==> src/rtl/cfb_pkg.sv <==
`timescale 1ns / 1ps
`default_nettype none
// ----------------------------------------------------------------------------
// cfb_pkg: shared types, codes and helpers of the CAN frame buffer
// Operation and status codes, frame header layout, stage records and the
// byte-mask and register-packing helpers.
// ----------------------------------------------------------------------------
package cfb_pkg;

  localparam int TX_DEPTH_DEF = 32;
  localparam int RX_DEPTH_DEF = 32;

  localparam int DATA_W      = 64;
  localparam int HDR_W       = 35;
  localparam int ENTRY_W     = HDR_W + DATA_W;
  localparam int IN_TDATA_W  = 144;
  localparam int OUT_TDATA_W = 272;

  // operation codes (s_tuser)
  localparam logic [1:0] OP_SEND    = 2'd0;
  localparam logic [1:0] OP_TX_DONE = 2'd1;
  localparam logic [1:0] OP_RX_RAW  = 2'd2;
  localparam logic [1:0] OP_RX_POP  = 2'd3;

  // status codes (m_tuser)
  localparam logic [2:0] ST_LOADED    = 3'd0;
  localparam logic [2:0] ST_QUEUED    = 3'd1;
  localparam logic [2:0] ST_TX_DROP   = 3'd2;
  localparam logic [2:0] ST_IDLE      = 3'd3;
  localparam logic [2:0] ST_RX_STORED = 3'd4;
  localparam logic [2:0] ST_RX_DROP   = 3'd5;
  localparam logic [2:0] ST_DELIVERED = 3'd6;
  localparam logic [2:0] ST_EMPTY     = 3'd7;

  localparam logic [3:0] DLC_MAX = 4'd8;

  // frame header: id 28:0, ext 29, rtr 30, length 34:31
  typedef struct packed {
    logic [3:0]  dlc;
    logic        rtr;
    logic        ext;
    logic [28:0] id;
  } hdr_t;

  // one ring entry
  typedef struct packed {
    hdr_t        hdr;
    logic [63:0] data;
  } entry_t;

  // transmit buffer register image
  typedef struct packed {
    logic [31:0] id_regs;
    logic        ext;
    logic [7:0]  dlc_reg;
    logic [63:0] data;
  } tx_regs_t;

  // record handed from the control stage to the result stage
  typedef struct packed {
    logic [2:0]  status;
    logic        tx_from_ram;
    logic        rx_from_ram;
    hdr_t        tx_hdr;
    logic [63:0] tx_data;
    hdr_t        rx_hdr;
    logic [63:0] rx_data;
    logic [31:0] tx_drop_total;
    logic [31:0] rx_drop_total;
  } stage_t;

  // full result of one item
  typedef struct packed {
    logic [2:0]  status;
    tx_regs_t    tx;
    hdr_t        rx_hdr;
    logic [63:0] rx_data;
    logic [31:0] tx_drop_total;
    logic [31:0] rx_drop_total;
  } result_t;

  // keep the first n bytes, all eight for n of eight or more
  function automatic logic [63:0] byte_mask(input logic [3:0] n);
    logic [63:0] m;
    m = '0;
    for (int i = 0; i < 8; i++) begin
      m[i*8 +: 8] = (4'(i) < n) ? 8'hFF : 8'h00;
    end
    return m;
  endfunction

  // pack a frame into SIDH/SIDL/EID8/EID0, length register and data bytes
  function automatic tx_regs_t pack_tx(input hdr_t h, input logic [63:0] d);
    tx_regs_t r;
    r.ext = h.ext;
    if (h.ext) begin
      // SIDL: sid[2:0] at 7:5, extended flag at bit 3, eid[17:16] at 1:0
      r.id_regs = {h.id[28:21], h.id[20:18], 1'b0, 1'b1, 1'b0, h.id[17:16],
                   h.id[15:8], h.id[7:0]};
    end else begin
      r.id_regs = {h.id[10:3], h.id[2:0], 5'b0, 16'h0000};
    end
    r.dlc_reg = {1'b0, h.rtr, 2'b00, h.dlc};
    r.data    = h.rtr ? 64'h0 : (d & byte_mask(h.dlc));
    return r;
  endfunction

endpackage
`default_nettype wire

==> src/rtl/cfb_fmt.sv <==
`timescale 1ns / 1ps
`default_nettype none
// ----------------------------------------------------------------------------
// cfb_fmt: result stage of the CAN frame buffer
// Picks direct or ring data, packs transmit registers, blanks fields that
// carry no meaning and registers the result.
// ----------------------------------------------------------------------------
module cfb_fmt (
  input  wire logic            clk,
  input  wire logic            load,
  input  wire cfb_pkg::stage_t stage,
  input  wire cfb_pkg::entry_t tx_rd_entry,
  input  wire cfb_pkg::entry_t rx_rd_entry,
  output cfb_pkg::result_t     result
);

  import cfb_pkg::*;

  hdr_t        tx_hdr;
  logic [63:0] tx_data;
  result_t     result_next;

  assign tx_hdr  = stage.tx_from_ram ? tx_rd_entry.hdr  : stage.tx_hdr;
  assign tx_data = stage.tx_from_ram ? tx_rd_entry.data : stage.tx_data;

  // assemble result
  always_comb begin
    result_next               = '0;
    result_next.status        = stage.status;
    result_next.tx_drop_total = stage.tx_drop_total;
    result_next.rx_drop_total = stage.rx_drop_total;
    if (stage.status == ST_LOADED) begin
      result_next.tx = pack_tx(tx_hdr, tx_data);
    end
    if (stage.status inside {ST_RX_STORED, ST_RX_DROP, ST_DELIVERED}) begin
      result_next.rx_hdr  = stage.rx_from_ram ? rx_rd_entry.hdr  : stage.rx_hdr;
      result_next.rx_data = stage.rx_from_ram ? rx_rd_entry.data : stage.rx_data;
    end
  end

  always_ff @(posedge clk) begin
    if (load) begin
      result <= result_next;
    end
  end

endmodule
`default_nettype wire

==> config.mk <==
export PLATFORM = sky130hd
export DESIGN_NAME = cfb_fmt
export DESIGN_NICKNAME = d
export VERILOG_FILES = /design/src/rtl/cfb_pkg.sv /design/src/rtl/cfb_fmt.sv
export SDC_FILE = /design/constraint.sdc
export NUM_CORES = 1
export LEC_CHECK = 0
export BUFFER_PORTS_ARGS = -buffer_cell sky130_fd_sc_hd__clkbuf_2
export CAP_MARGIN = 10
export CORE_AREA = 5 5 282 284
export DETAILED_ROUTE_END_ITERATION = 10
export DIE_AREA = 0 0 287 289
export GPL_ROUTABILITY_DRIVEN = 0
export REMOVE_ABC_BUFFERS = 1
export SLEW_MARGIN = 20
export SYNTH_ARGS = -nofsm -noshare
export SYNTH_HDL_FRONTEND = slang
export SYNTH_SLANG_ARGS = --single-unit
export TNS_END_PERCENT = 5
==> constraint.sdc <==
create_clock -name clk -period 1.8 [get_ports clk]
set_clock_uncertainty 0.1 [all_clocks]
set_input_delay 0.27 -clock clk [delete_from_list [all_inputs] [get_ports clk]]
set_output_delay 0.27 -clock clk [all_outputs]
set_load 0.03 [all_outputs]
## Word level (Yosys, flattened, before mapping)

Cells that the tools add are included.

| word-level totals | value |
|---|---|
| register bits after elaboration | 271 |
| bits in latches | 0 |
| bits in writable memories | 0 |
| memory bits (read-only) | 0 |
| input port bits | 467 |
| output and inout bits | 271 |
| logic and storage cells | 44 |
| memories kept | 0 |

| operators by class | value |
|---|---|
| add/sub/neg operators | 0 |
| multiply operators | 0 |
| divide/modulo/power cells | 0 |
| $lt $le $gt $ge | 8 |
| equality and inequality tests | 3 |
| shift-type cells | 0 |
| multiplexer cells | 13 |
| bitwise logic cells | 2 |
| reductions and logical operators | 4 |

Operators with widths:

| operator | number |
|---|---|
| $mux W64 | 2 |
| $mux W35 | 2 |
| $and A64 B64 Y64 | 1 |
| $mux W8 | 8 |
| $mux W32 | 1 |
| $lt A3 B4 Y1 const A | 4 |
| $eq A3 B3 Y1 const B | 3 |
| $lt A1 B4 Y1 const A | 2 |
| $lt A2 B4 Y1 const A | 2 |
| $logic_not A3 Y1 | 1 |
| $reduce_bool A3 Y1 | 1 |
| $reduce_and A2 Y1 | 1 |
| $reduce_or A2 Y1 | 1 |
| $not A1 Y1 | 1 |

## Depth between registers and ports, before layout

| depth | value |
|---|---|
| depth in word-level cells | 4 |
| depth in mapped cells | 7 |
| mapped depth without buffers | 3 |

## Worst setup path after synthesis

OpenSTA, ideal clock, no wires.

| timing | value |
|---|---|
| path kind | input to register |
| from | in stage[263] (netlist bit) |
| to | reg result[179] (netlist bit), data pin |
| library setup time | 273 ps |
| arrival | 1,369 ps |
| data required time | 1,427 ps |
| setup slack | 58 ps |
| stages | 4 |
| path through | buf_6 -> or3b_4 -> a221oi_4 -> nor3_2 |

| on the way | value |
|---|---|
| word-level cells in the longest chain between the ends | 4 |
| elaborated cells between the ends (all ways) | 6 |

RTL lines:

| element | line | RTL |
|---|---|---|
| start, declared | cfb_fmt.sv:11 | `input wire cfb_pkg::stage_t stage,` |
| $mux W35 | cfb_fmt.sv:23 | `assign tx_hdr = stage.tx_from_ram ? tx_rd_entry.hdr : stage.tx_hdr;` |
| $lt A2 B4 Y1 | cfb_pkg.sv:87 | `m[i*8 +: 8] = (4'(i) < n) ? 8'hFF : 8'h00;` |
| $mux W8 | cfb_pkg.sv:87 |  |
| $and A64 B64 Y64 | cfb_pkg.sv:104 | `r.data = h.rtr ? 64'h0 : (d & byte_mask(h.dlc));` |
| end signal, assigned | cfb_fmt.sv:43 | `result <= result_next;` |
| end, declared | cfb_fmt.sv:14 | `output cfb_pkg::result_t result` |

Several ways; a longest one is shown, not always the timed one.
A chain may end at the register's enable or synchronous reset.

## Worst setup path in the final report

| timing | value |
|---|---|
| from | in tx_rd_entry[94] (netlist bit) |
| to | reg result[226] (netlist bit), data pin |

| on the way | value |
|---|---|
| word-level cells in the longest chain between the ends | 2 |

RTL lines:

| element | line | RTL |
|---|---|---|
| start, declared | cfb_fmt.sv:12 | `input wire cfb_pkg::entry_t tx_rd_entry,` |
| $mux W35 | cfb_fmt.sv:23 |  |
| $reduce_or A2 Y1 (no source line) | n/a |  |

Every way passes these cells.

==> run metrics <==
worst path arrival time 1900 ps; Max Root-Sink Buffers 3; hold path start rx_rd_entry[47]; post-layout total power about 17 mW; Num CTS Buffers 31; ranking of synthesized cells by area edfxtp_1 69%, mux2i_1 15%, nor2_1 4.2%; via count 11300; Hold Path Cell Cnt 3; Regs by FF count result x265; WL final approximately 54 mm; Seq/Total Area, Yosys 0.693; layout cells sized above 1 0.448; die area roughly 0.083 mm²; Core Area 0.0768 mm²; Overflow after GRT 0; I/O pins around 740; Starting Density 0.149; fmax 602 MHz; Worst Setup Start Kind input port; worst slack at placement -102 ps; number of max-cap violations 0; wire length of the first global-routing pass between 70 and 80 mm; Area after DPL 0.0170 mm²; post_cts resized 0; synth unique cells 31; top cell type by total area after synthesis edfxtp_1; Post-Syn Instances a little under 800; Final #Nets 2427; Cell Rows 102; fin crit share 0.924; Tot GR Track Use 0.120; status finished, final reports clean; VDD IR-drop max 0.695 mV; Core Util, Final 0.286; via/cell ratio 3.72; # H-tree levels 1; Leakage 9.71 nW; Yosys warning count 0; DRT iter0 DRCs 373; clock tree root buffer cell clkbuf_16; Worst Hold Class input port to register; FF+latch count, synth 265; Final setup violation count 0; clk sinks 265; pwr dens 788 mW/mm²; largest net degree at the start of global routing 49; CTS tree built; Final Hold Fails 0; FF+latch area 0.00796 mm²; fill count ~7900; Slew Viols, Final 0; Post-CTS Setup Repair Bufs 0; vias in the first global route roughly 12000; Area Overhead vs Synth 91.0%; Syn Std Cell Area roughly 0.011 mm²; most common cell after layout, fill and taps aside clkbuf_2; Min-Delay Endpoint result[111]; Crit Path Max Fanout 8; Synth top area share 0.693; Critical Path RT 2040 ps; Syn Area/Cell 14.8 µm²; Antenna Nets Post-Route 0; final worst slack approximately 140 ps; crit path time final 1660 ps; most frequent cells in the layout 729 x clkbuf_2, 397 x dlygate4sd3_1, 265 x edfxtp_1; drt drc 0; multi-input logic area 0.00324 mm²; hpwl dp 41.1 mm; DRT Pass-1 Iters 5; Clock Pin Slew Worst Setup and Hold Paths around 60 ps; port bufs about 730; Horiz. Die Dim 287 µm; max FFs per register 265; Largest Register result; CP Capture Type register; DR WL/cell 17.9 µm; WS Path Type input port to register; cell area after layout 0.0219 mm²; die height approximately 290 µm; RSZ-0062 raised after global routing false; initial antenna violation count 14
-- metal layers --
layer / part of all wire / routed length, µm / vias to the layer above / GRT usage
met5: 0.00057 / 31 / - / 0
met4: 0.033 / 1760 / 4 / 0.0396
met3: 0.11 / 5790 / 79 / 0.0491
met2: 0.51 / 27800 / 558 / 0.224
met1: 0.35 / 18600 / 5331 / 0.121
li1: - / - / 5280 / -
-- worst max-delay path by stage --
| stage | end | slack (ps) | startpoint | cells after the start |
|---|---|---|---|---|
| detailed placement | result[214] | -100 | stage[263] | 6 |
| global route | result[245] | 40 | result[245] | 1 |
| global placement | result[216] | 9 | stage[263] | 6 |
| finish | result[226] | 140 | tx_rd_entry[94] | 6 |
| CTS | result[245] | 60 | result[245] | 1 |
| floorplan | result[100] | -550 | stage[264] | 3 |
-- worst max-delay path: stages --
cell and delay (ps):
dlygate4sd3_1 520, clkbuf_2 110, inv_1 160, a32oi_1 230, dlygate4sd3_1 570, nor2_1 40
-- cells in the mapped netlist --
cell	instances
a21oi_1	12
a221oi_4	2
a31oi_1	7
a32oi_1	1
and3_1	1
buf_1	2
buf_2	26
buf_4	12
buf_6	1
clkbuf_1	16
conb_1	1
edfxtp_1	265
inv_1	3
mux2_2	13
mux2i_1	176
nand2_1	17
nand4_1	1
nor2_1	130
nor2b_1	1
nor3_1	27
nor3_2	8
nor3b_1	9
nor4_1	24
o21a_1	1
o2bb2a_1	1
or2_1	1
or2_2	11
or3_1	2
or3_4	1
or3b_2	1
or3b_4	1
-- cell type report --
type | instances | area share
Clock inverter | 18 | 0.00599
Antenna cell | 6 | 0.000684
Clock buffer | 35 | 0.0360
Tap cell | 1040 | 0.0593
Timing Repair Buffer | 1206 | 0.387
Sequential cell | 265 | 0.363
Multi-Input combinational cell | 453 | 0.148
Inverter | 3 | 0.000513
-- cell families after synthesis --
kind of cell	synth area share
buffers and inverters	0.0270
multiplexers	0.166
AND/OR/NAND/NOR	0.0977
other	0.000327
flip-flops	0.693
AO/OA/AOI/OAI	0.0159
-- power by group --
group | internal, mW | switching [mW]
Combinational | 1.77 | 2.18
Clock | 3.28 | 2.61
Sequential | 7.30 | 0.144
-- per-stage QoR --
| stage | hold WS [ps] | setup TNS (ps) | cells |
|---|---|---|---|
| after floorplan | 269 | -63650 | 721 |
| after CTS | 0.206 | 0 | 3020 |
| final | 21.8 | 0 | 3026 |
| after global routing | 16.1 | 0 | 3024 |
| after detailed placement | 349 | -315 | 2570 |
| after global placement | 347 | 0 | 2570 |
-- timing repair --
item | in CTS | in global routing
endpoints found under the setup margin | 0 | 0
hold buffers | 397 | 0
endpoints found under the hold margin | 241 | 0
No activity file was read; power rests on OpenSTA's default activity.
